File: config.mk
export PLATFORM = sky130hd
export DESIGN_NAME = epoch_seconds_calendar_clock
export DESIGN_NICKNAME = d
export VERILOG_FILES = /design/src/rtl/core/eclk_pkg.sv /design/src/rtl/core/eclk_divider.sv /design/src/rtl/core/eclk_datapath.sv /design/src/rtl/core/eclk_ctrl.sv /design/src/rtl/core/epoch_seconds_calendar_clock.sv
export SDC_FILE = /design/constraint.sdc
export NUM_CORES = 2
export LEC_CHECK = 0
export BUFFER_PORTS_ARGS = -buffer_cell sky130_fd_sc_hd__buf_2
export CAP_MARGIN = 20
export CORE_UTILIZATION = 65
export CTS_CLUSTER_SIZE = 10
export DETAILED_ROUTE_END_ITERATION = 12
export GPL_ROUTABILITY_DRIVEN = 0
export GPL_TIMING_DRIVEN = 0
export PLACE_DENSITY = 0.85
export SLEW_MARGIN = 20
export SYNTH_ARGS = -nofsm -noshare
export SYNTH_HDL_FRONTEND = slang
export SYNTH_SLANG_ARGS = --single-unit
File: constraint.sdc
create_clock -name i_clk -period 11.39 [get_ports i_clk]
set_input_delay 0.5695 -clock i_clk [delete_from_list [all_inputs] [get_ports i_clk]]
set_output_delay 0.5695 -clock i_clk [all_outputs]
set_load 0.02 [all_outputs]
File: src/rtl/core/eclk_pkg.sv
`default_nettype none
// ----------------------------------------------------------------------------
// eclk_pkg
// Shared constants, types and the month length table of the epoch seconds
// calendar clock.
// ----------------------------------------------------------------------------
package eclk_pkg;

    localparam int TICKS_PER_SECOND = 1000;
    localparam int TPS_EFF          = (TICKS_PER_SECOND == 0) ? 1 : TICKS_PER_SECOND;

    localparam int EPOCH_W = 32;
    localparam int DIV_W   = ($clog2(TPS_EFF + 1) > 6) ? $clog2(TPS_EFF + 1) : 6;
    localparam int DAYS_W  = 16;

    localparam int YEAR_W  = 12;
    localparam int MONTH_W = 4;
    localparam int DAY_W   = 5;
    localparam int HOUR_W  = 5;
    localparam int MIN_W   = 6;
    localparam int SEC_W   = 6;
    localparam int WDAY_W  = 3;
    localparam int DOY_W   = 9;

    localparam logic [EPOCH_W-1:0] UNSET_MARK = '1;

    localparam logic [YEAR_W-1:0] EPOCH_YEAR = 12'd1970;
    localparam logic [1:0]        Y4_INIT    = 2'd2;
    localparam logic [6:0]        Y100_INIT  = 7'd70;
    localparam logic [8:0]        Y400_INIT  = 9'd370;

    localparam logic [DIV_W-1:0] DIVISOR_TPS  = DIV_W'(TPS_EFF);
    localparam logic [DIV_W-1:0] DIVISOR_60   = DIV_W'(60);
    localparam logic [DIV_W-1:0] DIVISOR_24   = DIV_W'(24);
    localparam logic [DIV_W-1:0] DIVISOR_7    = DIV_W'(7);
    localparam logic [EPOCH_W-1:0] WDAY_BIAS  = EPOCH_W'(4);

    // reciprocal division: q = (n * ceil(2^s / d)) >> s, s = 32 + ceil(log2 d)
    localparam int          RECIP_W = EPOCH_W + 1;
    localparam int          PROD_W  = EPOCH_W + RECIP_W;
    localparam int          SHIFT_W = $clog2(2 * EPOCH_W);
    localparam logic [63:0] POW_ONE = 64'd1;

    localparam logic [SHIFT_W-1:0] SHIFT_TPS = SHIFT_W'(EPOCH_W + $clog2(TPS_EFF));
    localparam logic [SHIFT_W-1:0] SHIFT_60  = SHIFT_W'(EPOCH_W + $clog2(60));
    localparam logic [SHIFT_W-1:0] SHIFT_24  = SHIFT_W'(EPOCH_W + $clog2(24));
    localparam logic [SHIFT_W-1:0] SHIFT_7   = SHIFT_W'(EPOCH_W + $clog2(7));

    localparam logic [RECIP_W-1:0] RECIP_TPS =
        RECIP_W'(((POW_ONE << SHIFT_TPS) + 64'(TPS_EFF - 1)) / 64'(TPS_EFF));
    localparam logic [RECIP_W-1:0] RECIP_60 =
        RECIP_W'(((POW_ONE << SHIFT_60) + 64'(59)) / 64'(60));
    localparam logic [RECIP_W-1:0] RECIP_24 =
        RECIP_W'(((POW_ONE << SHIFT_24) + 64'(23)) / 64'(24));
    localparam logic [RECIP_W-1:0] RECIP_7 =
        RECIP_W'(((POW_ONE << SHIFT_7) + 64'(6)) / 64'(7));

    typedef enum logic [2:0] {
        DIV_TICK,
        DIV_SEC,
        DIV_MIN,
        DIV_HOUR,
        DIV_WDAY
    } t_div_op;

    typedef struct packed {
        logic    take_in;
        logic    epoch_load;
        logic    epoch_inc;
        logic    div_start;
        t_div_op div_op;
        logic    cap_sec;
        logic    cap_min;
        logic    cap_hour;
        logic    cap_wday;
        logic    year_step;
        logic    month_init;
        logic    month_step;
        logic    commit_cal;
        logic    out_load;
        logic    adv;
    } t_dp_cmd;

    typedef struct packed {
        logic mode;
        logic div_done;
        logic rem_zero;
        logic epoch_unset;
        logic year_fits;
        logic month_stop;
        logic out_free;
    } t_dp_status;

    // month index is zero based
    function automatic logic [DAY_W-1:0] month_len(input logic leap,
                                                   input logic [MONTH_W-1:0] m);
        logic [DAY_W-1:0] len;
        case (m)
            4'd1:                   len = leap ? 5'd29 : 5'd28;
            4'd3, 4'd5, 4'd8, 4'd10: len = 5'd30;
            default:                len = 5'd31;
        endcase
        return len;
    endfunction

endpackage
`default_nettype wire

File: src/rtl/core/eclk_divider.sv
`default_nettype none
// ----------------------------------------------------------------------------
// eclk_divider
// Division of a 32-bit value by one of the fixed divisors through reciprocal
// multiplication. Operand capture, product, quotient and remainder are
// registered in that order; o_done pulses for one cycle with the remainder.
// ----------------------------------------------------------------------------
module eclk_divider import eclk_pkg::*; (
    input  wire logic               i_clk,
    input  wire logic               i_rst_n,
    input  wire logic               i_start,
    input  wire t_div_op            i_op,
    input  wire logic [EPOCH_W-1:0] i_dividend,
    output logic                    o_done,
    output logic [EPOCH_W-1:0]      o_quotient,
    output logic [DIV_W-1:0]        o_remainder
);

    logic                     r_mul_go;
    logic                     r_quo_go;
    logic                     r_rem_go;
    logic                     r_done;
    logic [EPOCH_W-1:0]       r_num;
    logic [RECIP_W-1:0]       r_recip;
    logic [SHIFT_W-1:0]       r_shift;
    logic [DIV_W-1:0]         r_div;
    logic [PROD_W-1:0]        r_prod;
    logic [EPOCH_W-1:0]       r_quo;
    logic [DIV_W-1:0]         r_rem;

    logic [RECIP_W-1:0]       w_recip;
    logic [SHIFT_W-1:0]       w_shift;
    logic [DIV_W-1:0]         w_div;
    logic [PROD_W-1:0]        w_quo_full;
    logic [EPOCH_W+DIV_W-1:0] w_back;

    always_comb begin
        case (i_op)
            DIV_SEC, DIV_MIN: begin
                w_div   = DIVISOR_60;
                w_recip = RECIP_60;
                w_shift = SHIFT_60;
            end
            DIV_HOUR: begin
                w_div   = DIVISOR_24;
                w_recip = RECIP_24;
                w_shift = SHIFT_24;
            end
            DIV_WDAY: begin
                w_div   = DIVISOR_7;
                w_recip = RECIP_7;
                w_shift = SHIFT_7;
            end
            default: begin
                w_div   = DIVISOR_TPS;
                w_recip = RECIP_TPS;
                w_shift = SHIFT_TPS;
            end
        endcase
    end

    assign w_quo_full = r_prod >> r_shift;
    assign w_back     = r_quo * r_div;

    always_ff @(posedge i_clk) begin
        if (!i_rst_n) begin
            r_mul_go <= 1'b0;
            r_quo_go <= 1'b0;
            r_rem_go <= 1'b0;
            r_done   <= 1'b0;
        end else begin
            r_mul_go <= i_start;
            r_quo_go <= r_mul_go;
            r_rem_go <= r_quo_go;
            r_done   <= r_rem_go;
        end
    end

    always_ff @(posedge i_clk) begin
        if (i_start) begin
            r_num   <= i_dividend;
            r_recip <= w_recip;
            r_shift <= w_shift;
            r_div   <= w_div;
        end
        if (r_mul_go) begin
            r_prod <= r_num * r_recip;
        end
        if (r_quo_go) begin
            r_quo <= w_quo_full[EPOCH_W-1:0];
        end
        if (r_rem_go) begin
            r_rem <= DIV_W'(r_num - w_back[EPOCH_W-1:0]);
        end
    end

    assign o_done      = r_done;
    assign o_quotient  = r_quo;
    assign o_remainder = r_rem;

endmodule
`default_nettype wire

File: src/rtl/core/eclk_datapath.sv
`default_nettype none
// ----------------------------------------------------------------------------
// eclk_datapath
// Seconds count, calendar decode registers, year and month walk, shared
// divider and the output register.
// ----------------------------------------------------------------------------
module eclk_datapath import eclk_pkg::*; (
    input  wire logic               i_clk,
    input  wire logic               i_rst_n,
    input  wire logic               i_mode,
    input  wire logic [EPOCH_W-1:0] i_tick_count,
    input  wire logic [EPOCH_W-1:0] i_load_seconds,
    input  wire logic               i_out_stall,
    input  wire t_dp_cmd            i_cmd,
    output t_dp_status              o_status,
    output logic                    o_out_valid,
    output logic                    o_clock_set,
    output logic                    o_advanced,
    output logic [EPOCH_W-1:0]      o_seconds_now,
    output logic [YEAR_W-1:0]       o_cal_year,
    output logic [MONTH_W-1:0]      o_cal_month,
    output logic [DAY_W-1:0]        o_cal_day,
    output logic [HOUR_W-1:0]       o_cal_hour,
    output logic [MIN_W-1:0]        o_cal_minute,
    output logic [SEC_W-1:0]        o_cal_second,
    output logic [WDAY_W-1:0]       o_cal_weekday,
    output logic [DOY_W-1:0]        o_cal_day_of_year
);

    // latched transaction
    logic               r_mode;
    logic [EPOCH_W-1:0] r_tick;
    logic [EPOCH_W-1:0] r_load;

    logic [EPOCH_W-1:0] r_epoch;

    // walk state
    logic [DAYS_W-1:0]  r_rem_days;
    logic [YEAR_W-1:0]  r_year;
    logic [1:0]         r_y4;
    logic [6:0]         r_y100;
    logic [8:0]         r_y400;
    logic [MONTH_W-1:0] r_mon;
    logic               r_leap;

    // held calendar
    logic [YEAR_W-1:0]  r_year_h;
    logic [MONTH_W-1:0] r_month_h;
    logic [DAY_W-1:0]   r_day_h;
    logic [HOUR_W-1:0]  r_hour_h;
    logic [MIN_W-1:0]   r_min_h;
    logic [SEC_W-1:0]   r_sec_h;
    logic [WDAY_W-1:0]  r_wday_h;
    logic [DOY_W-1:0]   r_doy_h;

    // output register
    logic               r_out_valid;
    logic               r_out_set;
    logic               r_out_adv;
    logic [EPOCH_W-1:0] r_out_secs;
    logic [YEAR_W-1:0]  r_out_year;
    logic [MONTH_W-1:0] r_out_month;
    logic [DAY_W-1:0]   r_out_day;
    logic [HOUR_W-1:0]  r_out_hour;
    logic [MIN_W-1:0]   r_out_min;
    logic [SEC_W-1:0]   r_out_sec;
    logic [WDAY_W-1:0]  r_out_wday;
    logic [DOY_W-1:0]   r_out_doy;

    logic [EPOCH_W-1:0] w_dividend;
    logic               w_div_done;
    logic [EPOCH_W-1:0] w_quo;
    logic [DIV_W-1:0]   w_rem;

    logic               w_leap;
    logic [8:0]         w_ylen;
    logic [DAY_W-1:0]   w_mlen;

    always_comb begin
        case (i_cmd.div_op)
            DIV_TICK: begin
                w_dividend = r_tick;
            end
            DIV_SEC: begin
                w_dividend = r_epoch;
            end
            DIV_MIN: begin
                w_dividend = w_quo;
            end
            DIV_HOUR: begin
                w_dividend = w_quo;
            end
            DIV_WDAY: begin
                w_dividend = w_quo + WDAY_BIAS;
            end
            default: begin
                w_dividend = r_tick;
            end
        endcase
    end

    eclk_divider u_div (
        .i_clk       (i_clk),
        .i_rst_n     (i_rst_n),
        .i_start     (i_cmd.div_start),
        .i_op        (i_cmd.div_op),
        .i_dividend  (w_dividend),
        .o_done      (w_div_done),
        .o_quotient  (w_quo),
        .o_remainder (w_rem)
    );

    assign w_leap = ((r_y4 == 2'd0) && (r_y100 != 7'd0)) || (r_y400 == 9'd0);
    assign w_ylen = w_leap ? 9'd366 : 9'd365;
    assign w_mlen = month_len(r_leap, r_mon);

    always_comb begin
        o_status.mode        = r_mode;
        o_status.div_done    = w_div_done;
        o_status.rem_zero    = (w_rem == '0);
        o_status.epoch_unset = (r_epoch == UNSET_MARK);
        o_status.year_fits   = (r_rem_days < DAYS_W'(w_ylen));
        o_status.month_stop  = (r_mon == 4'd11) || (r_rem_days < DAYS_W'(w_mlen));
        o_status.out_free    = !r_out_valid || !i_out_stall;
    end

    always_ff @(posedge i_clk) begin
        if (i_cmd.take_in) begin
            r_mode <= i_mode;
            r_tick <= i_tick_count;
            r_load <= i_load_seconds;
        end
    end

    always_ff @(posedge i_clk) begin
        if (!i_rst_n) begin
            r_epoch   <= UNSET_MARK;
            r_year_h  <= '0;
            r_month_h <= '0;
            r_day_h   <= '0;
            r_hour_h  <= '0;
            r_min_h   <= '0;
            r_sec_h   <= '0;
            r_wday_h  <= '0;
            r_doy_h   <= '0;
        end else begin
            if (i_cmd.epoch_load) begin
                r_epoch <= r_load;
            end else if (i_cmd.epoch_inc) begin
                r_epoch <= r_epoch + EPOCH_W'(1);
            end
            if (i_cmd.cap_sec) begin
                r_sec_h <= w_rem[SEC_W-1:0];
            end
            if (i_cmd.cap_min) begin
                r_min_h <= w_rem[MIN_W-1:0];
            end
            if (i_cmd.cap_hour) begin
                r_hour_h <= w_rem[HOUR_W-1:0];
            end
            if (i_cmd.cap_wday) begin
                r_wday_h <= w_rem[WDAY_W-1:0];
            end
            if (i_cmd.month_init) begin
                r_year_h <= r_year;
                r_doy_h  <= r_rem_days[DOY_W-1:0];
            end
            if (i_cmd.commit_cal) begin
                r_month_h <= r_mon + MONTH_W'(1);
                r_day_h   <= r_rem_days[DAY_W-1:0] + DAY_W'(1);
            end
        end
    end

    // year and month walk
    always_ff @(posedge i_clk) begin
        if (i_cmd.cap_hour) begin
            r_rem_days <= w_quo[DAYS_W-1:0];
            r_year     <= EPOCH_YEAR;
            r_y4       <= Y4_INIT;
            r_y100     <= Y100_INIT;
            r_y400     <= Y400_INIT;
        end else if (i_cmd.year_step) begin
            r_rem_days <= r_rem_days - DAYS_W'(w_ylen);
            r_year     <= r_year + YEAR_W'(1);
            r_y4       <= r_y4 + 2'd1;
            r_y100     <= (r_y100 == 7'd99) ? 7'd0 : r_y100 + 7'd1;
            r_y400     <= (r_y400 == 9'd399) ? 9'd0 : r_y400 + 9'd1;
        end else if (i_cmd.month_step) begin
            r_rem_days <= r_rem_days - DAYS_W'(w_mlen);
        end
        if (i_cmd.month_init) begin
            r_mon  <= '0;
            r_leap <= w_leap;
        end else if (i_cmd.month_step) begin
            r_mon <= r_mon + MONTH_W'(1);
        end
    end

    always_ff @(posedge i_clk) begin
        if (!i_rst_n) begin
            r_out_valid <= 1'b0;
        end else if (i_cmd.out_load) begin
            r_out_valid <= 1'b1;
        end else if (!i_out_stall) begin
            r_out_valid <= 1'b0;
        end
    end

    always_ff @(posedge i_clk) begin
        if (i_cmd.out_load) begin
            r_out_set   <= (r_epoch != UNSET_MARK);
            r_out_adv   <= i_cmd.adv;
            r_out_secs  <= r_epoch;
            r_out_year  <= r_year_h;
            r_out_month <= r_month_h;
            r_out_day   <= r_day_h;
            r_out_hour  <= r_hour_h;
            r_out_min   <= r_min_h;
            r_out_sec   <= r_sec_h;
            r_out_wday  <= r_wday_h;
            r_out_doy   <= r_doy_h;
        end
    end

    assign o_out_valid       = r_out_valid;
    assign o_clock_set       = r_out_set;
    assign o_advanced        = r_out_adv;
    assign o_seconds_now     = r_out_secs;
    assign o_cal_year        = r_out_year;
    assign o_cal_month       = r_out_month;
    assign o_cal_day         = r_out_day;
    assign o_cal_hour        = r_out_hour;
    assign o_cal_minute      = r_out_min;
    assign o_cal_second      = r_out_sec;
    assign o_cal_weekday     = r_out_wday;
    assign o_cal_day_of_year = r_out_doy;

endmodule
`default_nettype wire

File: src/rtl/core/eclk_ctrl.sv
`default_nettype none
// ----------------------------------------------------------------------------
// eclk_ctrl
// Sequencer for one transaction: seconds load, or tick boundary check,
// increment, division chain for time of day and weekday, year and month walk;
// result hand-off in both cases.
module eclk_ctrl import eclk_pkg::*; (
    input  wire logic       i_clk,
    input  wire logic       i_rst_n,
    input  wire logic       i_in_valid,
    output logic            o_in_stall,
    input  wire t_dp_status i_status,
    output t_dp_cmd         o_cmd
);

    typedef enum logic [3:0] {
        S_IDLE,
        S_START,
        S_TPS,
        S_SEC_GO,
        S_SEC,
        S_MIN,
        S_HOUR,
        S_WDAY,
        S_YEAR,
        S_MONTH,
        S_DONE
    } t_state;

    t_state r_state;
    t_state n_state;
    logic   r_adv;
    logic   n_adv;

    always_ff @(posedge i_clk) begin
        if (!i_rst_n) begin
            r_state <= S_IDLE;
            r_adv   <= 1'b0;
        end else begin
            r_state <= n_state;
            r_adv   <= n_adv;
        end
    end

    always_comb begin
        n_state = r_state;
        n_adv   = r_adv;
        o_cmd   = '0;
        o_cmd.div_op = DIV_TICK;
        o_cmd.adv    = r_adv;
        case (r_state)
            S_IDLE: begin
                if (i_in_valid) begin
                    o_cmd.take_in = 1'b1;
                    n_state       = S_START;
                end
            end
            S_START: begin
                if (i_status.mode) begin
                    o_cmd.epoch_load = 1'b1;
                    n_adv            = 1'b0;
                    n_state          = S_DONE;
                end else begin
                    o_cmd.div_start = 1'b1;
                    o_cmd.div_op    = DIV_TICK;
                    n_state         = S_TPS;
                end
            end
            S_TPS: begin
                if (i_status.div_done) begin
                    if (i_status.rem_zero && !i_status.epoch_unset) begin
                        o_cmd.epoch_inc = 1'b1;
                        n_state         = S_SEC_GO;
                    end else begin
                        n_adv   = 1'b0;
                        n_state = S_DONE;
                    end
                end
            end
            S_SEC_GO: begin
                o_cmd.div_start = 1'b1;
                o_cmd.div_op    = DIV_SEC;
                n_state         = S_SEC;
            end
            S_SEC: begin
                if (i_status.div_done) begin
                    o_cmd.cap_sec   = 1'b1;
                    o_cmd.div_start = 1'b1;
                    o_cmd.div_op    = DIV_MIN;
                    n_state         = S_MIN;
                end
            end
            S_MIN: begin
                if (i_status.div_done) begin
                    o_cmd.cap_min   = 1'b1;
                    o_cmd.div_start = 1'b1;
                    o_cmd.div_op    = DIV_HOUR;
                    n_state         = S_HOUR;
                end
            end
            S_HOUR: begin
                if (i_status.div_done) begin
                    o_cmd.cap_hour  = 1'b1;
                    o_cmd.div_start = 1'b1;
                    o_cmd.div_op    = DIV_WDAY;
                    n_state         = S_WDAY;
                end
            end
            S_WDAY: begin
                o_cmd.div_op = DIV_WDAY;
                if (i_status.div_done) begin
                    o_cmd.cap_wday = 1'b1;
                    n_state        = S_YEAR;
                end
            end
            S_YEAR: begin
                if (i_status.year_fits) begin
                    o_cmd.month_init = 1'b1;
                    n_state          = S_MONTH;
                end else begin
                    o_cmd.year_step = 1'b1;
                end
            end
            S_MONTH: begin
                if (i_status.month_stop) begin
                    o_cmd.commit_cal = 1'b1;
                    n_adv            = 1'b1;
                    n_state          = S_DONE;
                end else begin
                    o_cmd.month_step = 1'b1;
                end
            end
            S_DONE: begin
                if (i_status.out_free) begin
                    o_cmd.out_load = 1'b1;
                    n_state        = S_IDLE;
                end
            end
            default: begin
                n_state = S_IDLE;
            end
        endcase
    end

    assign o_in_stall = (r_state != S_IDLE);

endmodule
`default_nettype wire

File: src/rtl/core/epoch_seconds_calendar_clock.sv
`default_nettype none
// ----------------------------------------------------------------------------
// epoch_seconds_calendar_clock
// Seconds-since-1970 real-time clock with UTC calendar decode.
// ----------------------------------------------------------------------------
// One transaction is worked on at a time; o_in_stall is high from acceptance
// until the result has moved into the output register, and the next
// transaction can be taken while that result still waits downstream. A load
// passes the start and done states; the done state waits until the output
// register is free. A tick passes one reciprocal division that tests the tick
// counter for a second boundary. A tick that advances the clock adds a start
// state, four more divisions (seconds, minutes, hours, weekday), one year walk
// step per year since 1970 and one month walk step per month before the
// current one. The all-ones count means the clock is unset and it then
// ignores ticks until loaded.
// ----------------------------------------------------------------------------
module epoch_seconds_calendar_clock import eclk_pkg::*; (
    input  wire logic               i_clk,
    input  wire logic               i_rst_n,
    input  wire logic               i_in_valid,
    output logic                    o_in_stall,
    input  wire logic               i_mode,
    input  wire logic [EPOCH_W-1:0] i_tick_count,
    input  wire logic [EPOCH_W-1:0] i_load_seconds,
    output logic                    o_out_valid,
    input  wire logic               i_out_stall,
    output logic                    o_clock_set,
    output logic                    o_advanced,
    output logic [EPOCH_W-1:0]      o_seconds_now,
    output logic [YEAR_W-1:0]       o_cal_year,
    output logic [MONTH_W-1:0]      o_cal_month,
    output logic [DAY_W-1:0]        o_cal_day,
    output logic [HOUR_W-1:0]       o_cal_hour,
    output logic [MIN_W-1:0]        o_cal_minute,
    output logic [SEC_W-1:0]        o_cal_second,
    output logic [WDAY_W-1:0]       o_cal_weekday,
    output logic [DOY_W-1:0]        o_cal_day_of_year
);

    t_dp_cmd    w_cmd;
    t_dp_status w_status;

    eclk_ctrl u_ctrl (
        .i_clk      (i_clk),
        .i_rst_n    (i_rst_n),
        .i_in_valid (i_in_valid),
        .o_in_stall (o_in_stall),
        .i_status   (w_status),
        .o_cmd      (w_cmd)
    );

    eclk_datapath u_dp (
        .i_clk             (i_clk),
        .i_rst_n           (i_rst_n),
        .i_mode            (i_mode),
        .i_tick_count      (i_tick_count),
        .i_load_seconds    (i_load_seconds),
        .i_out_stall       (i_out_stall),
        .i_cmd             (w_cmd),
        .o_status          (w_status),
        .o_out_valid       (o_out_valid),
        .o_clock_set       (o_clock_set),
        .o_advanced        (o_advanced),
        .o_seconds_now     (o_seconds_now),
        .o_cal_year        (o_cal_year),
        .o_cal_month       (o_cal_month),
        .o_cal_day         (o_cal_day),
        .o_cal_hour        (o_cal_hour),
        .o_cal_minute      (o_cal_minute),
        .o_cal_second      (o_cal_second),
        .o_cal_weekday     (o_cal_weekday),
        .o_cal_day_of_year (o_cal_day_of_year)
    );

endmodule
`default_nettype wire

* Word level (Yosys, flattened, before mapping)
Cells that the tools add are included.
** Word-level totals
- Flip-flop bits (word level) :: 480
- Input port bits :: 69
- Output and inout port bits :: 86
- Logic and storage cells :: 177
** Cells by class
- $add $sub $neg :: 11
- Multipliers :: 2
- $lt $le $gt $ge :: 2
- Equal/unequal tests :: 36
- Shift-type cells :: 1
- Mux-type cells :: 59
- Reductions and logical operators :: 22
** Operators by type and width (number)
- $pmux W32 S3 :: 1
- $pmux W31 S3 :: 1
- $mul A32 B33 Y65 :: 1
- $shr A65 B6 Y32 :: 1
- $mux W32 :: 2
- $mux W4 :: 14
- $mux W16 :: 3
- $pmux W4 S11 :: 1
- $add A32 B1 Y32 const B :: 1
- $add A32 B3 Y32 const B :: 1
- $eq A32 B32 Y1 const B :: 1
- $mul A32 B10 Y10 :: 1
- $ne A32 B32 Y1 const B :: 1
- $pmux W10 S3 :: 1
- $mux W1 :: 25
- $eq A4 B4 Y1 const B :: 6
- $eq A4 B3 Y1 const B :: 5
- $ne A2 B1 Y1 const B :: 10
- $pmux W3 S6 :: 1
- $lt A16 B5 Y1 :: 1
- $lt A16 B9 Y1 :: 1
- $sub A16 B5 Y16 :: 1
- $sub A16 B9 Y16 :: 1
- $add A12 B1 Y12 const B :: 1
- other kinds (37) :: 51

* Longest topological paths before layout
- Depth after elaboration :: 10
- Depth in mapped cells :: 31
- Mapped depth without buffers :: 28

* Hierarchy
A second synthesis with hierarchy kept.
** Second synthesis, totals
- Cells, all modules :: 4571
- Area, all modules :: 47367.9 µm²
** Modules (own cells, without submodules)
- eclk_divider :: times used 1, cells an instance 3327, area an instance 33998.9 µm², sequential area each 3683.5 µm²
- eclk_datapath :: times used 1, cells an instance 1162, area an instance 12824.8 µm², sequential area each 7327.0 µm²
- eclk_ctrl :: times used 1, cells an instance 82, area an instance 544.3 µm², sequential area each 100.1 µm²

* Worst setup path after synthesis
Ideal clock, no wire load.
- Path type :: register to register
- Start :: register, netlist name u_dp.u_div.r_shift[0]
- End :: register u_dp.u_div.r_prod[64] (data pin)
- Setup time :: 0.268 ns
- Arrival :: 7.806 ns
- Data required time :: 11.122 ns
- Slack :: 3.315 ns
- Cell stages (with the launch flop) :: 31
- Path buffers :: 6
- Period minus slack after synthesis :: 8.075 ns
- Path through :: edfxtp_1 clkbuf_1 clkbuf_1 inv_1 clkbuf_1 buf_1 clkbuf_1 nor2_1 ha_1 fa_1 fa_1 inv_1 fa_1 inv_1 fa_1 fa_1 fa_1 inv_1 fa_1 inv_1 ha_1 buf_2 o21ai_0 nor2_1 o41ai_1 a41oi_1 a2111oi_4 o21a_2 o211ai_4 a2111oi_2 nor3b_1
** RTL lines
- to (signal assigned) :: line eclk_divider.sv:87 : r_prod <= r_num * r_recip;
- to (decl) :: line eclk_divider.sv:27 : logic [PROD_W-1:0] r_prod;

==> impl_metrics.env <==
export IMPL_status="finished clean"
export IMPL_die_width_um=270
export IMPL_synthXorXnorAreaFrac_pct=2.54
export IMPL_clkSlewWorstSetupHoldPaths_ps=60
export IMPL_io_buffers=153
export IMPL_finish_utilization_pct=71.1
export IMPL_worst_path_largest_cell_delay_ps=890
export IMPL_max_freq_mhz=91.7
export IMPL_via_count=35200
export IMPL_crit_type="register to register"
export IMPL_drtAntennaViolNets=0
export IMPL_crit_top_cell="fa_1"
export IMPL_synthAdderAreaFrac_pct=44.8
export IMPL_syn_area_um2=46600
export IMPL_ys_async_sr_fraction_pct=0
export IMPL_fp_row_count=97
export IMPL_fill_cells=4732
export IMPL_grt_max_degree=41
export IMPL_avgViaCountPerCell=6.13
export IMPL_drc=0
export IMPL_syn_inst=4550
export IMPL_yosys_mux_area_fraction_pct=1.78
export IMPL_synth_main_ff_cell="edfxtp_1"
export IMPL_synth_simple_area_share_pct=10.9
export IMPL_crit_arrival_ps=11280
export IMPL_hold_viol=0
export IMPL_nets=6055
export IMPL_insertion_delay_ps=580
export IMPL_setup_tns_ps=0
export IMPL_cts_tree="done"
export IMPL_drv_cap=0
export IMPL_cts_made_buffers=47
export IMPL_avgSynthCellArea_um2=10.2
export IMPL_totalWireLength_mm=141
export IMPL_die_h_um=270
export IMPL_slew_viol_final=0
export IMPL_core_area_um2=70500
export IMPL_grt_use_total_pct=39.6
export IMPL_synth_edf_count=286
export IMPL_final_area_um2=50100
export IMPL_tightest_slew_ps=1300
export IMPL_required_ps=11760
export IMPL_crit_buf_inv=10
export IMPL_hold_class="input port to register"
export IMPL_start_util_pct=66.1
export IMPL_fin_crit_sh_pct=95.8
export IMPL_ctsHoldBuffers=0
export IMPL_critPathMaxFanout=10
export IMPL_rsz0062_at_grt="no"
export IMPL_antenna_found_initial=14
export IMPL_ys_types=81
export IMPL_dp_hpwl_mm=114
export IMPL_ys_ff_latch=412
export IMPL_critPathSlowestCell="clkbuf_1"
export IMPL_dieArea_um2=72800
export IMPL_clock_sinks=412
export IMPL_clockRootBuffer="clkbuf_16"
export IMPL_synth_seq_area_share_pct=23.8
export IMPL_htreeDepth=2
export IMPL_synth_compound_area_share_pct=6.36
export IMPL_cts_setup_buffers=0
export IMPL_synth_warnings=0
export IMPL_drive_gt1_share_pct=5.89
export IMPL_cts_resized=0
export IMPL_grt_pass1_wl_mm=215
export IMPL_placed_area_um2=48700
export IMPL_end_kind="register"
export IMPL_cts_path_max_buffers=3
export IMPL_synth_top_family_by_area="adder cells"
export IMPL_syn2layout_area_growth_pct=7.51
export IMPL_gr_total_overflow=0
export IMPL_cp_start_kind="register"
export IMPL_first_iter_violations=4816
export IMPL_period_needed_ps=10910
export IMPL_firstDrtPassIters=9
export IMPL_setup_violations=0
export IMPL_relSlewSlack_pct=13.3
export IMPL_fin_skew_ps=25.9
export IMPL_synthesis_nets=5847
export IMPL_grt_pass1_vias=37200
export IMPL_drt_wirelength_per_cell_um=24.5
export IMPL_critical_path_top_delay_family="adder cells"
export IMPL_io_pins=155
==> per-layer routing <==
layer	vias to the layer above	share of wire, %	track usage [%]
met1	16900	34	48.5
met5	-	0.070	0.461
met2	2663	42	57.4
met4	10	9.6	28.9
li1	14800	-	-
met3	788	14	14.9
==> logic make-up after synthesis <==
group / after synthesis
multiplexers: 62
AO/OA/AOI/OAI: 458
AND/OR/NAND/NOR: 1039
flip-flops: 412
buffers and inverters: 1216
XOR/XNOR: 135
adder cells (fa/ha/maj): 1228
==> synthesized netlist by cell type (7+ instances only) <==
cell type	n	share of area, %
buf_1	14	0.11
o21bai_1	10	0.16
fa_1	733	31
nor4_1	15	0.20
and3_1	21	0.28
nand4_1	33	0.44
nor2b_1	17	0.23
o21ai_0	130	1.4
clkbuf_1	125	1.0
a21o_1	18	0.29
o22ai_1	7	0.094
mux2_2	8	0.19
edfxtp_1	286	18
nor2_1	183	1.5
o21a_1	13	0.21
a22oi_1	10	0.16
ha_1	495	13
xnor2_1	83	1.6
a31oi_1	22	0.30
dfxtp_1	126	5.4
a21boi_0	45	0.72
or3_1	9	0.12
nor3_1	28	0.30
xor2_1	52	0.98
o311ai_0	7	0.13
mux2i_1	38	0.82
a221oi_1	8	0.15
o211ai_1	15	0.24
nand3_1	58	0.62
and4_1	15	0.28
inv_1	1065	8.6
mux4_2	16	0.77
a21oi_1	107	1.1
and2_1	246	3.3
a211oi_1	8	0.13
nand2_1	381	3.1
==> metrics by stage <==
stage          hold slack, ps  setup slack, ps  std cells
6_report                  164              480       5739
5_1_grt                   147              150       5734
4_1_cts                   154              722       5728
3_5_place_dp              415              763       5649
3_3_place_gp              407              804       5643
2_1_floorplan             402             3320       4550
==> cell type report <==
type	instances	area, um^2	area share (%)
sequential	412	11100	22.2
inverter	1066	4000	7.98
clock inverter	4	57.6	0.115
tap	940	1180	2.35
clock buffer	75	1290	2.58
timing repair buffer	159	916	1.83
antenna	11	27.5	0.0549
buffer	150	589	1.18
multi-input combinational	2922	31000	61.8
==> cells in the final DEF, fill, tap and decap left out, types with 16 or more instances in the layout <==
cell type,synthesis,layout
inv_1,1065,1065
fa_1,733,733
ha_1,495,495
nand2_1,381,381
edfxtp_1,286,286
and2_1,246,246
nor2_1,183,182
buf_2,5,158
clkbuf_1,125,151
o21ai_0,130,130
dfxtp_1,126,124
a21oi_1,107,106
xnor2_1,83,83
nand3_1,58,58
xor2_1,52,52
clkbuf_16,0,47
a21boi_0,45,45
mux2i_1,38,38
nand4_1,33,33
nor3_1,28,27
a31oi_1,22,22
and3_1,21,20
a21o_1,18,18
nor2b_1,17,17
mux4_2,16,16
==> final timing paths <==
| kind | start | to | slack [ps] | cells past startpoint |
|---|---|---|---|---|
| max | u_dp.u_div.r_shift[0] | u_dp.u_div.r_prod[52] | 480 | 29 |
| min | i_load_seconds[6] | u_dp.r_load[6] | 160 | 1 |
| min reg2reg | u_dp.r_sec_h[0] | u_dp.o_cal_second[0] | 430 | 0 |
| max reg2reg | u_dp.u_div.r_shift[0] | u_dp.u_div.r_prod[52] | 480 | 29 |
==> worst register-to-register path: cells and delay by family (launching register included) <==
family          cells  cell delay (ps)
xor+xnor            1              300
simple gates        4              960
compound gates      5             1930
flops               1              440
buf+inv            10             3080
fa+ha+maj           9             4020
==> flip-flops by register name, summed over array words and instances, names as in the netlist, 7 cells and up <==
register / cells
u_dp.u_div.r_prod: 33
u_dp.o_seconds_now: 32
u_dp.r_epoch: 32
u_dp.r_load: 32
u_dp.r_tick: 32
u_dp.u_div.o_quotient: 32
u_dp.u_div.r_num: 32
u_dp.r_rem_days: 16
u_dp.o_cal_year: 12
u_dp.r_year: 12
u_dp.r_year_h: 12
u_dp.u_div.o_remainder: 10
u_dp.o_cal_day_of_year: 9
u_dp.r_doy_h: 9
u_dp.r_y400: 9
u_dp.r_y100: 7
Power is not shown: default switching activity piles up to over one toggle a cycle in this logic, so the estimate is an artifact.
